<file path="config.mk">
export PLATFORM = sky130hd
export DESIGN_NAME = file_transfer_packet_parser_core_flat
export DESIGN_NICKNAME = d
export VERILOG_FILES = /design/src/ftpp_pkg.sv /design/src/ftpp_in_if.sv /design/src/ftpp_out_if.sv /design/src/file_transfer_packet_parser_core.sv /design/src/flat_wrapper.sv
export SDC_FILE = /design/constraint.sdc
export NUM_CORES = 1
export LEC_CHECK = 0
export BUFFER_PORTS_ARGS = -buffer_cell sky130_fd_sc_hd__buf_2
export CAP_MARGIN = 20
export CORE_ASPECT_RATIO = 1.4
export CORE_MARGIN = 2
export CORE_UTILIZATION = 40
export DETAILED_ROUTE_END_ITERATION = 8
export PLACE_DENSITY_LB_ADDON = 0.3
export SLEW_MARGIN = 25
export SYNTH_ARGS = -nofsm -noshare
export SYNTH_HDL_FRONTEND = slang
export SYNTH_SLANG_ARGS = --single-unit
</file>
<file path="constraint.sdc">
create_clock -name i_clk -period 10.5 [get_ports i_clk]
set_clock_uncertainty 0.1 [all_clocks]
set_input_delay 0.525 -clock i_clk [delete_from_list [all_inputs] [get_ports i_clk]]
set_output_delay 0.525 -clock i_clk [all_outputs]
set_load 0.01 [all_outputs]
</file>
<file path="src/ftpp_pkg.sv">
package ftpp_pkg;

    localparam int unsigned SEQ_MODULUS = 255;

    localparam int unsigned CFG_IDX_W = 3;

    localparam logic [CFG_IDX_W-1:0] CFG_DATA_CODE  = 3'd0;
    localparam logic [CFG_IDX_W-1:0] CFG_START_CODE = 3'd1;
    localparam logic [CFG_IDX_W-1:0] CFG_END_CODE   = 3'd2;
    localparam logic [CFG_IDX_W-1:0] CFG_SIZE_TAG   = 3'd3;
    localparam logic [CFG_IDX_W-1:0] CFG_NAME_TAG   = 3'd4;

    localparam logic [7:0] RST_DATA_CODE  = 8'd1;
    localparam logic [7:0] RST_START_CODE = 8'd2;
    localparam logic [7:0] RST_END_CODE   = 8'd3;
    localparam logic [7:0] RST_SIZE_TAG   = 8'd0;
    localparam logic [7:0] RST_NAME_TAG   = 8'd1;

    typedef logic [2:0] t_event;
    localparam t_event EV_NONE     = 3'd0;
    localparam t_event EV_PAYLOAD  = 3'd1;
    localparam t_event EV_NAME     = 3'd2;
    localparam t_event EV_START_OK = 3'd3;
    localparam t_event EV_DATA_OK  = 3'd4;
    localparam t_event EV_END_OK   = 3'd5;

    typedef logic [2:0] t_error;
    localparam t_error ERR_NONE      = 3'd0;
    localparam t_error ERR_BAD_CODE  = 3'd1;
    localparam t_error ERR_BAD_SEQ   = 3'd2;
    localparam t_error ERR_SHORT     = 3'd3;
    localparam t_error ERR_LEN       = 3'd4;
    localparam t_error ERR_FIELD_CUT = 3'd5;
    localparam t_error ERR_NO_NAME   = 3'd6;
    localparam t_error ERR_SIZE_DIFF = 3'd7;

    typedef logic [1:0] t_class;
    localparam t_class CLS_NONE  = 2'd0;
    localparam t_class CLS_START = 2'd1;
    localparam t_class CLS_DATA  = 2'd2;
    localparam t_class CLS_END   = 2'd3;

    typedef logic [2:0] t_pos;
    localparam t_pos POS_FIRST   = 3'd0;
    localparam t_pos POS_SEQ     = 3'd1;
    localparam t_pos POS_LEN_HI  = 3'd2;
    localparam t_pos POS_LEN_LO  = 3'd3;
    localparam t_pos POS_PAYLOAD = 3'd4;
    localparam t_pos POS_TAG     = 3'd1;
    localparam t_pos POS_LEN     = 3'd2;
    localparam t_pos POS_VAL     = 3'd3;

endpackage

</file>
<file path="src/ftpp_in_if.sv">
interface ftpp_in_if;
    logic       valid;
    logic       ready;
    logic [7:0] byte_in;
    logic       last_byte;

    modport source (output valid, output byte_in, output last_byte, input ready);
    modport sink (input valid, input byte_in, input last_byte, output ready);
endinterface

</file>
<file path="src/ftpp_out_if.sv">
interface ftpp_out_if #(
    parameter int SIZE_BITS = 64
);
    logic                 valid;
    logic                 ready;
    logic [2:0]           event_res;
    logic [7:0]           byte_out;
    logic [2:0]           error;
    logic [SIZE_BITS-1:0] size_out;

    modport source (output valid, output event_res, output byte_out, output error,
                    output size_out, input ready);
    modport sink (input valid, input event_res, input byte_out, input error,
                  input size_out, output ready);
endinterface

</file>
<file path="src/file_transfer_packet_parser_core.sv">
// path: an accepted byte passes the input register, then the result register, to its result item
// throughput: one byte per cycle while result items are taken, limited by the state update of the parser
// the input stalls only while both registers hold items and the result item is not taken
// reset: synchronous, active low; clears all parser state, empties both registers
// and restores the control code and field tag registers to their defaults
module file_transfer_packet_parser_core #(
    parameter int SIZE_BITS = 64
) (
    input  logic                            i_clk,
    input  logic                            i_rst_n,
    input  logic                            i_cfg_we,
    input  logic [ftpp_pkg::CFG_IDX_W-1:0]  i_cfg_idx,
    input  logic [7:0]                      i_cfg_wdata,
    ftpp_in_if.sink                         i_in,
    ftpp_out_if.source                      o_out
);

    logic [7:0] r_data_code, r_start_code, r_end_code, r_size_tag, r_name_tag;

    logic       r_in_valid;
    logic [7:0] r_in_byte;
    logic       r_in_last;

    logic                 r_out_valid;
    ftpp_pkg::t_event     r_out_event;
    logic [7:0]           r_out_byte;
    ftpp_pkg::t_error     r_out_error;
    logic [SIZE_BITS-1:0] r_out_size;

    logic                 r_phase, n_phase;
    ftpp_pkg::t_pos       r_pos, n_pos;
    ftpp_pkg::t_class     r_cls, n_cls;
    logic                 r_skip, n_skip;
    logic [7:0]           r_seq, n_seq;
    logic [15:0]          r_decl, n_decl;
    logic [16:0]          r_seen, n_seen;
    logic [7:0]           r_tag, n_tag;
    logic [7:0]           r_rem, n_rem;
    logic [SIZE_BITS-1:0] r_acc, n_acc;
    logic [SIZE_BITS-1:0] r_start_size, n_start_size;
    logic                 r_name_seen, n_name_seen;

    ftpp_pkg::t_event     c_event;
    logic [7:0]           c_byte;
    ftpp_pkg::t_error     c_error;
    logic [SIZE_BITS-1:0] c_size;
    logic                 c_done;
    logic [8:0]           c_seq_inc;

    logic advance;
    logic in_take;

    assign advance     = !r_out_valid || o_out.ready;
    assign i_in.ready  = !r_in_valid || advance;
    assign in_take     = i_in.valid && i_in.ready;

    assign o_out.valid     = r_out_valid;
    assign o_out.event_res = r_out_event;
    assign o_out.byte_out  = r_out_byte;
    assign o_out.error     = r_out_error;
    assign o_out.size_out  = r_out_size;

    assign c_seq_inc = {1'b0, r_seq} + 9'd1;

    always_comb begin
        n_phase      = r_phase;
        n_pos        = r_pos;
        n_cls        = r_cls;
        n_skip       = r_skip;
        n_seq        = r_seq;
        n_decl       = r_decl;
        n_seen       = r_seen;
        n_tag        = r_tag;
        n_rem        = r_rem;
        n_acc        = r_acc;
        n_start_size = r_start_size;
        n_name_seen  = r_name_seen;
        c_event      = ftpp_pkg::EV_NONE;
        c_byte       = 8'd0;
        c_error      = ftpp_pkg::ERR_NONE;
        c_size       = '0;
        c_done       = 1'b0;

        if (r_skip) begin
            if (r_in_last) begin
                n_skip = 1'b0;
                n_pos  = ftpp_pkg::POS_FIRST;
                n_cls  = ftpp_pkg::CLS_NONE;
            end
        end else if (r_pos == ftpp_pkg::POS_FIRST) begin
            if (!r_phase && r_in_byte == r_start_code) begin
                n_cls = ftpp_pkg::CLS_START;
            end else if (r_phase && r_in_byte == r_end_code) begin
                n_cls = ftpp_pkg::CLS_END;
            end else if (r_phase && r_in_byte == r_data_code) begin
                n_cls = ftpp_pkg::CLS_DATA;
            end else begin
                c_error = ftpp_pkg::ERR_BAD_CODE;
            end
            if (c_error == ftpp_pkg::ERR_NONE) begin
                n_pos = ftpp_pkg::POS_SEQ;
                if (n_cls == ftpp_pkg::CLS_DATA) begin
                    n_decl = 16'd0;
                    n_seen = 17'd0;
                    if (r_in_last) begin
                        c_error = ftpp_pkg::ERR_SHORT;
                    end
                end else begin
                    n_acc       = '0;
                    n_name_seen = 1'b0;
                    n_rem       = 8'd0;
                    if (r_in_last) begin
                        c_error = ftpp_pkg::ERR_NO_NAME;
                    end
                end
            end
        end else if (r_cls == ftpp_pkg::CLS_DATA) begin
            case (r_pos)
                ftpp_pkg::POS_SEQ: begin
                    if (r_in_last) begin
                        c_error = ftpp_pkg::ERR_SHORT;
                    end else if (r_in_byte != r_seq) begin
                        c_error = ftpp_pkg::ERR_BAD_SEQ;
                    end else begin
                        n_pos = ftpp_pkg::POS_LEN_HI;
                    end
                end
                ftpp_pkg::POS_LEN_HI: begin
                    if (r_in_last) begin
                        c_error = ftpp_pkg::ERR_SHORT;
                    end else begin
                        n_decl = {r_in_byte, 8'd0};
                        n_pos  = ftpp_pkg::POS_LEN_LO;
                    end
                end
                ftpp_pkg::POS_LEN_LO: begin
                    n_decl = {r_decl[15:8], r_in_byte};
                    n_pos  = ftpp_pkg::POS_PAYLOAD;
                    if (r_in_last) begin
                        if (n_decl == 16'd0) begin
                            c_event = ftpp_pkg::EV_DATA_OK;
                        end else begin
                            c_error = ftpp_pkg::ERR_LEN;
                        end
                    end
                end
                default: begin
                    n_seen = r_seen + 17'd1;
                    if (n_seen > {1'b0, r_decl}) begin
                        c_error = ftpp_pkg::ERR_LEN;
                    end else if (r_in_last) begin
                        if (n_seen == {1'b0, r_decl}) begin
                            c_event = ftpp_pkg::EV_DATA_OK;
                            c_byte  = r_in_byte;
                        end else begin
                            c_error = ftpp_pkg::ERR_LEN;
                        end
                    end else begin
                        c_event = ftpp_pkg::EV_PAYLOAD;
                        c_byte  = r_in_byte;
                    end
                end
            endcase
            if (c_event == ftpp_pkg::EV_DATA_OK) begin
                n_seq = (c_seq_inc == 9'(ftpp_pkg::SEQ_MODULUS)) ? 8'd0 : c_seq_inc[7:0];
                n_pos = ftpp_pkg::POS_FIRST;
                n_cls = ftpp_pkg::CLS_NONE;
            end
        end else begin
            case (r_pos)
                ftpp_pkg::POS_TAG: begin
                    n_tag = r_in_byte;
                    n_pos = ftpp_pkg::POS_LEN;
                    if (r_in_last) begin
                        c_error = ftpp_pkg::ERR_FIELD_CUT;
                    end
                end
                ftpp_pkg::POS_LEN: begin
                    n_rem = r_in_byte;
                    if (r_tag != r_size_tag && r_tag == r_name_tag) begin
                        n_name_seen = 1'b1;
                    end
                    n_pos  = (r_in_byte == 8'd0) ? ftpp_pkg::POS_TAG : ftpp_pkg::POS_VAL;
                    c_done = r_in_last && r_in_byte == 8'd0;
                    if (r_in_last && r_in_byte != 8'd0) begin
                        c_error = ftpp_pkg::ERR_FIELD_CUT;
                    end
                end
                default: begin
                    if (r_tag == r_size_tag) begin
                        n_acc = SIZE_BITS'({r_acc, r_in_byte});
                    end else if (r_tag == r_name_tag) begin
                        c_event = ftpp_pkg::EV_NAME;
                        c_byte  = r_in_byte;
                    end
                    n_rem = r_rem - 8'd1;
                    if (n_rem == 8'd0) begin
                        n_pos = ftpp_pkg::POS_TAG;
                    end
                    if (r_in_last) begin
                        if (n_rem == 8'd0) begin
                            c_done = 1'b1;
                        end else begin
                            c_error = ftpp_pkg::ERR_FIELD_CUT;
                        end
                    end
                end
            endcase
            if (c_done) begin
                c_event = ftpp_pkg::EV_NONE;
                n_pos   = ftpp_pkg::POS_FIRST;
                n_cls   = ftpp_pkg::CLS_NONE;
                if (!n_name_seen) begin
                    c_error = ftpp_pkg::ERR_NO_NAME;
                end else if (r_cls == ftpp_pkg::CLS_START) begin
                    n_start_size = n_acc;
                    n_phase      = 1'b1;
                    n_seq        = 8'd0;
                    c_event      = ftpp_pkg::EV_START_OK;
                    c_size       = n_acc;
                end else begin
                    n_phase = 1'b0;
                    if (n_acc != r_start_size) begin
                        c_error = ftpp_pkg::ERR_SIZE_DIFF;
                    end else begin
                        c_event = ftpp_pkg::EV_END_OK;
                        c_size  = n_acc;
                    end
                end
            end
        end

        if (c_error != ftpp_pkg::ERR_NONE) begin
            c_event = ftpp_pkg::EV_NONE;
            c_byte  = 8'd0;
            c_size  = '0;
            n_phase = 1'b0;
            n_pos   = ftpp_pkg::POS_FIRST;
            n_cls   = ftpp_pkg::CLS_NONE;
            n_skip  = !r_in_last;
        end
    end

    always_ff @(posedge i_clk) begin
        if (!i_rst_n) begin
            r_data_code  <= ftpp_pkg::RST_DATA_CODE;
            r_start_code <= ftpp_pkg::RST_START_CODE;
            r_end_code   <= ftpp_pkg::RST_END_CODE;
            r_size_tag   <= ftpp_pkg::RST_SIZE_TAG;
            r_name_tag   <= ftpp_pkg::RST_NAME_TAG;
        end else if (i_cfg_we) begin
            case (i_cfg_idx)
                ftpp_pkg::CFG_DATA_CODE:  r_data_code  <= i_cfg_wdata;
                ftpp_pkg::CFG_START_CODE: r_start_code <= i_cfg_wdata;
                ftpp_pkg::CFG_END_CODE:   r_end_code   <= i_cfg_wdata;
                ftpp_pkg::CFG_SIZE_TAG:   r_size_tag   <= i_cfg_wdata;
                ftpp_pkg::CFG_NAME_TAG:   r_name_tag   <= i_cfg_wdata;
                default: ;
            endcase
        end
    end

    always_ff @(posedge i_clk) begin
        if (!i_rst_n) begin
            r_in_valid <= 1'b0;
        end else if (in_take) begin
            r_in_valid <= 1'b1;
        end else if (advance) begin
            r_in_valid <= 1'b0;
        end
        if (in_take) begin
            r_in_byte <= i_in.byte_in;
            r_in_last <= i_in.last_byte;
        end
    end

    always_ff @(posedge i_clk) begin
        if (!i_rst_n) begin
            r_out_valid <= 1'b0;
        end else if (advance) begin
            r_out_valid <= r_in_valid;
        end
        if (advance && r_in_valid) begin
            r_out_event <= c_event;
            r_out_byte  <= c_byte;
            r_out_error <= c_error;
            r_out_size  <= c_size;
        end
    end

    always_ff @(posedge i_clk) begin
        if (!i_rst_n) begin
            r_phase      <= 1'b0;
            r_pos        <= ftpp_pkg::POS_FIRST;
            r_cls        <= ftpp_pkg::CLS_NONE;
            r_skip       <= 1'b0;
            r_seq        <= 8'd0;
            r_decl       <= 16'd0;
            r_seen       <= 17'd0;
            r_tag        <= 8'd0;
            r_rem        <= 8'd0;
            r_acc        <= '0;
            r_start_size <= '0;
            r_name_seen  <= 1'b0;
        end else if (advance && r_in_valid) begin
            r_phase      <= n_phase;
            r_pos        <= n_pos;
            r_cls        <= n_cls;
            r_skip       <= n_skip;
            r_seq        <= n_seq;
            r_decl       <= n_decl;
            r_seen       <= n_seen;
            r_tag        <= n_tag;
            r_rem        <= n_rem;
            r_acc        <= n_acc;
            r_start_size <= n_start_size;
            r_name_seen  <= n_name_seen;
        end
    end

endmodule

</file>
<file path="src/flat_wrapper.sv">
// flat-port wrapper written by rule: the top's interface ports become plain ports
module file_transfer_packet_parser_core_flat 
#(
    parameter int SIZE_BITS = 64
)
  (i_clk, i_rst_n, i_cfg_we, i_cfg_idx, i_cfg_wdata, i_in_valid, i_in_byte_in, i_in_last_byte, i_in_ready, o_out_valid, o_out_event_res, o_out_byte_out, o_out_error, o_out_size_out, o_out_ready);
  ftpp_in_if i_in_i ();
  ftpp_out_if #(.SIZE_BITS(SIZE_BITS)) o_out_i ();
  input  logic i_clk;
  input  logic i_rst_n;
  input  logic i_cfg_we;
  input  logic [ftpp_pkg::CFG_IDX_W-1:0] i_cfg_idx;
  input  logic [7:0] i_cfg_wdata;
  input wire logic [$bits(i_in_i.valid)-1:0] i_in_valid;
  input wire logic [$bits(i_in_i.byte_in)-1:0] i_in_byte_in;
  input wire logic [$bits(i_in_i.last_byte)-1:0] i_in_last_byte;
  output wire logic [$bits(i_in_i.ready)-1:0] i_in_ready;
  output wire logic [$bits(o_out_i.valid)-1:0] o_out_valid;
  output wire logic [$bits(o_out_i.event_res)-1:0] o_out_event_res;
  output wire logic [$bits(o_out_i.byte_out)-1:0] o_out_byte_out;
  output wire logic [$bits(o_out_i.error)-1:0] o_out_error;
  output wire logic [$bits(o_out_i.size_out)-1:0] o_out_size_out;
  input wire logic [$bits(o_out_i.ready)-1:0] o_out_ready;
  assign i_in_i.valid = i_in_valid;
  assign i_in_i.byte_in = i_in_byte_in;
  assign i_in_i.last_byte = i_in_last_byte;
  assign i_in_ready = i_in_i.ready;
  assign o_out_valid = o_out_i.valid;
  assign o_out_event_res = o_out_i.event_res;
  assign o_out_byte_out = o_out_i.byte_out;
  assign o_out_error = o_out_i.error;
  assign o_out_size_out = o_out_i.size_out;
  assign o_out_i.ready = o_out_ready;
  file_transfer_packet_parser_core #(.SIZE_BITS(SIZE_BITS)) u_core (.i_clk(i_clk), .i_rst_n(i_rst_n), .i_cfg_we(i_cfg_we), .i_cfg_idx(i_cfg_idx), .i_cfg_wdata(i_cfg_wdata), .i_in(i_in_i), .o_out(o_out_i));
endmodule
</file>
### Yosys cells after proc, flatten, opt, wreduce, memory -nomap -nowiden

Index checks and enable logic that the tools add are counted.

| operators by class | value |
|---|---|
| bitwise gates (word level) | 5 |
| equal/unequal tests | 41 |
| reductions and logical operators | 53 |
| $add $sub $neg | 3 |
| muxes and demuxes | 142 |
| order comparisons | 1 |

Operators with widths:

| kind | number |
|---|---|
| $mux W64 | 11 |
| $mux W3 | 52 |
| $mux W8 | 18 |
| $mux W17 | 5 |
| $mux W16 | 5 |
| $ne A64 B64 Y1 | 1 |
| $eq A8 B8 Y1 | 5 |
| $mux W2 | 16 |
| $pmux W16 S2 | 1 |
| $mux W1 | 27 |
| $reduce_and A7 Y1 | 3 |
| $pmux W3 S2 | 3 |
| $pmux W3 S3 | 2 |
| $reduce_and A6 Y1 | 3 |
| $add A17 B1 Y17 const B | 1 |
| $eq A17 B16 Y1 | 1 |
| $gt A17 B16 Y1 | 1 |
| $logic_not A16 Y1 | 1 |
| $logic_not A8 Y1 | 2 |
| $ne A2 B2 Y1 const B | 8 |
| $ne A8 B8 Y1 | 2 |
| $pmux W8 S2 | 1 |
| $reduce_and A8 Y1 | 2 |
| $reduce_bool A2 Y1 | 8 |
| 31 further kinds | 66 |

| word-level totals | value |
|---|---|
| bits of input ports | 25 |
| logic and storage cells | 271 |
| bits in registers | 322 |
| output and inout bits | 80 |

### Logic depth before layout (Yosys ltp)

| logic depth | value |
|---|---|
| word-level depth | 17 |
| mapped depth | 17 |
| mapped depth without buffers | 17 |

### Worst setup path after synthesis

OpenSTA, ideal clock, no wires.

| timing | value |
|---|---|
| path kind | input to register |
| start | input o_out_ready |
| end | register u_core.r_rem[0] |
| buffers on the path | 2 |
| setup slack | 5447 ps |
| data required time | 10266 ps |
| library setup time | 134 ps |
| arrival time | 4820 ps |
| stages on the path | 9 |
| cell sequence | nor2b_1 > nor2b_1 > clkbuf_1 > nand2_1 > nor3b_1 > o21ai_1 > clkbuf_1 > a311oi_1 > a211oi_1 |

| on the way | value |
|---|---|
| word-level cells in the longest chain between the ends | 3 |

Ends and longest elaborated chain:

| item | RTL line | RTL |
|---|---|---|
| from (decl) | flat_wrapper.sv:23 | `input wire logic [$bits(o_out_i.ready)-1:0] o_out_ready;` |
| $logic_or A1 B1 Y1 | file_transfer_packet_parser_core.sv:53 | `assign advance = !r_out_valid \|\| o_out.ready;` |
| $logic_and A1 B1 Y1 | file_transfer_packet_parser_core.sv:305 | `end else if (advance && r_in_valid) begin` |
| $reduce_and A6 Y1 (no source line) | -- |  |
| to (signal assigned) | file_transfer_packet_parser_core.sv:314 | `r_rem <= n_rem;` |
| to (decl) | file_transfer_packet_parser_core.sv:38 | `logic [7:0] r_rem, n_rem;` |

Every way passes these cells.
A chain may end at the register's enable or synchronous reset.

### Final worst setup path

| timing | value |
|---|---|
| start | register u_core.r_pos[1] |
| end | register u_core.r_out_size[29] (netlist: u_core.o_out.size_out[29]) (data pin) |

| on the way | value |
|---|---|
| word-level cells in the longest chain between the ends | 16 |
| elaborated cells between the ends (all ways) | 33 |
| classes of those cells | eq/ne (4); mux (23); bitwise (2); reduce/logical (4) |

Ends and longest elaborated chain:

| item | RTL line | RTL |
|---|---|---|
| from (decl) | file_transfer_packet_parser_core.sv:31 | `ftpp_pkg::t_pos r_pos, n_pos;` |
| from (signal assigned) | file_transfer_packet_parser_core.sv:294 | `r_pos <= ftpp_pkg::POS_FIRST;` |
| from (signal assigned) | file_transfer_packet_parser_core.sv:307 | `r_pos <= n_pos;` |
| $eq A3 B1 Y1 / $eq A3 B2 Y1 (equally long branches) | file_transfer_packet_parser_core.sv:118, file_transfer_packet_parser_core.sv:170 |  |
| $reduce_or A2 Y1 (no source line) | -- |  |
| $mux W64 | file_transfer_packet_parser_core.sv:170 | `case (r_pos)` |
| $mux W64 | file_transfer_packet_parser_core.sv:117 | `end else if (r_cls == ftpp_pkg::CLS_DATA) begin` |
| $mux W64 | file_transfer_packet_parser_core.sv:90 | `end else if (r_pos == ftpp_pkg::POS_FIRST) begin` |
| $mux W64 | file_transfer_packet_parser_core.sv:84 | `if (r_skip) begin` |
| $ne A64 B64 Y1 | file_transfer_packet_parser_core.sv:223 | `if (n_acc != r_start_size) begin` |
| $mux W3 | file_transfer_packet_parser_core.sv:223 |  |
| $mux W3 | file_transfer_packet_parser_core.sv:215 | `end else if (r_cls == ftpp_pkg::CLS_START) begin` |
| $mux W3 | file_transfer_packet_parser_core.sv:213 | `if (!n_name_seen) begin` |
| $mux W3 | file_transfer_packet_parser_core.sv:209 | `if (c_done) begin` |
| $mux W3 | file_transfer_packet_parser_core.sv:117 |  |
| $mux W3 | file_transfer_packet_parser_core.sv:90 |  |
| $mux W3 | file_transfer_packet_parser_core.sv:84 |  |
| $reduce_bool A3 Y1 | file_transfer_packet_parser_core.sv:233 | `if (c_error != ftpp_pkg::ERR_NONE) begin` |
| $reduce_or A6 Y1 (no source line) | -- |  |
| to (signal assigned) | file_transfer_packet_parser_core.sv:287 | `r_out_size <= c_size;` |
| to (decl) | file_transfer_packet_parser_core.sv:28 | `logic [SIZE_BITS-1:0] r_out_size;` |

Parallel ways exist; a longest one is shown, timed or not. The select of a mux whose other input is x is not followed.

==> results_dict.tcl <==
set metrics [dict create \
    syn_avg_cell_area_um2 9.02 \
    synth_nets 1787 \
    postCtsResizedCells 0 \
    cts-root-buf "clkbuf_16" \
    netlist.area_leader.share 0.300 \
    multi_input_area_um2 7650 \
    layout.nets 1816 \
    ff_latch_area_um2 7320 \
    slew_headroom 0.316 \
    grt_pass1_wl_um 74600 \
    postCtsSetupRepairBufs 0 \
    cts_tree "done" \
    clkSinkCount 322 \
    h-tree-depth 2 \
    synth_area_leaders "dfxtp_1, edfxtp_1, nor2_1" \
    yosys-top-cells-count "nor2_1, dfxtp_1, nand2_1" \
    worstPathRequired_ns 10.77 \
    fmax_ghz 0.199 \
    path_class "reg -> reg" \
    area_delta_synth_final_pct 12.8 \
    synth_seq_cells 322 \
    drcViolationCount 0 \
    vias_per_cell 5.60 \
    ys_types 69 \
    yosysSeqAreaShare 0.467 \
    grt_usage 0.237 \
    p_leak_nw 6.32 \
    finish.instance_area_um2 17700 \
    dieArea_um2 40800 \
    synthCells 1739 \
    synth-edff-count 87 \
    yosys.area.top_type "dfxtp_1" \
    dp_hpwl_um 33200 \
    postCtsHoldBufs 0 \
    routed_wl_um 48000 \
    fin_crit_ns 5.01 \
    num_rows 85 \
    drive_gt1_frac 0.117 \
    status "finished, final reports clean" \
    crit_fanout 64 \
    ir_worst_vdd_v 0.000139 \
    fin_crit_sh 0.478 \
    rsz0062_at_grt "false" \
    port-buffer-count 104 \
    drv_slew 0 \
    setup_violations 0 \
    grt_max_degree 134 \
    worst_pin_slew_ns 1.02 \
    die_h_um 238 \
    finalHoldViolCount 0 \
    final.setup.tns_ns 0 \
    r2r_slack_ns 5.49 \
    cellPowerDensity_nw_per_um2 154 \
    drtAntennaViolNets 0 \
    cp-end-kind "flop" \
    io_pins 105 \
    grt_pass1_vias 12700 \
    n_fill_cell 3768 \
    postPlaceCellArea_um2 16500 \
    antenna_found_initial 0 \
    hold_path_class "in -> reg" \
    maxCapViolCount 0 \
    die_w_um 171 \
    wire_per_inst_um 20.7 \
    clockBufferDepth 3 \
    gp_congestion 0.932 \
    synth_ff_type "dfxtp_1" \
    yosysMostFrequentCell "nor2_1" \
    cp.arrival_ns 5.28 \
    grt.overflow.total 0 \
    core-area_um2 38600 \
    n_antenna_cell 0 \
    dr.pass1.iters 8 \
    async_reset_ff_frac 0 \
    dr.first_iter.drc_count 1212 \
    numCtsBuffers 35 \
    clock_latency_ns 0.53 \
    crit_path_start_kind "flop" \
    via_count 13000 \
    path_clk_slew_ns 0.06 \
    netlist_area_um2 15700 \
    synth_warnings 0 \
    start_util 0.406 \
]
## worst max-delay path, cell delays in order, from the launching register on
cell and delay [ns]:
dfxtp_1 0.83, nand2b_1 0.25, a21o_1 0.29, and3_4 0.62
buf_4 0.71, mux2i_1 0.34, nor2_1 0.07, a2111o_1 0.45
o31ai_4 0.43, nand3_2 0.11, buf_4 0.34, nor2_1 0.22
## final timing paths
kind                    startpoint                         to  cells past startpoint
max                u_core.r_pos[1]  u_core.o_out.size_out[29]                     11
min                i_in_byte_in[0]        u_core.r_in_byte[0]                      1
max reg2reg        u_core.r_pos[1]  u_core.o_out.size_out[29]                     11
min reg2reg  u_core.r_data_code[3]      u_core.r_data_code[3]                      2
## through the flow
stage          setup slack (ns)   util  std cells  total power, W  hold slack (ns)
5_1_grt                    5.18  0.458       2316         0.00281           0.0511
6_report                   5.49  0.458       2316         0.00273           0.0716
2_1_floorplan              5.45      -       1739         0.00144            0.348
3_5_place_dp               5.56  0.428       2253         0.00149            0.359
3_3_place_gp               5.73  0.428       2253         0.00149            0.355
4_1_cts                    5.52  0.458       2316         0.00275           0.0489
## per-layer routing
layer | wire length, um | track usage
met3 | 2420 | 0.0295
met5 | 0 | 0
met4 | 2560 | 0.123
met2 | 24300 | 0.413
met1 | 18700 | 0.284
## sequential cells by signal, summed over array words and instances (netlist names), 16 cells and up
register,flops
u_core.o_out.size_out,64
u_core.r_acc,64
u_core.r_start_size,64
u_core.r_seen,17
u_core.r_decl,16
## layout make-up
| class | count | share of cell area |
|---|---|---|
| clock buffer | 48 | 0.0582 |
| inverter | 65 | 0.0142 |
| timing repair buffer | 121 | 0.0366 |
| sequential | 322 | 0.414 |
| tap | 522 | 0.0369 |
| clock inverter | 15 | 0.00764 |
| multi-input combinational | 1223 | 0.433 |
## power by group
group | internal, W | switching, W | total, W
Sequential | 0.00129 | 0.0000186 | 0.00131
Clock | 0.000739 | 0.000522 | 0.00126
Combinational | 0.0000517 | 0.000104 | 0.000156
Total | 0.00208 | 0.000644 | 0.00273
## logic make-up (layout without fill, tap and decap cells)
family,Yosys count,in the layout,synth area share
muxes,60,60,0.0393
xor gates and xnor gates,146,146,0.0816
adders and majority gates,23,23,0.0184
AOI/OAI and AO/OA,371,371,0.165
buffers and inverters,194,249,0.0481
DFF,322,322,0.467
and+or+nand+nor,623,623,0.182
## layout by cell type, fill, tap and decap left out, types with 5 or more instances in the layout
cell type and count:
a31oi_1 5, buf_2 104, xnor2_1 97, or3_1 10, nand4_1 35, nand2_1 137
o211ai_1 6, nor3_1 18, nor4_1 23, inv_1 64, ha_1 23, o21a_1 10
a32oi_1 11, and3_1 13, and2_1 5, nor2b_1 5, o22ai_1 19, xor2_1 49
a21oi_1 100, nor2_1 288, edfxtp_1 87, o21ai_0 16, a22oi_1 74, dfxtp_1 235
o2111ai_1 5, nand2b_1 23, or2_2 10, clkbuf_16 38, mux2i_1 57, nand3_1 29
a211oi_1 74, buf_4 17, clkbuf_1 6
Note: power is estimated with default switching activity, not from simulation.
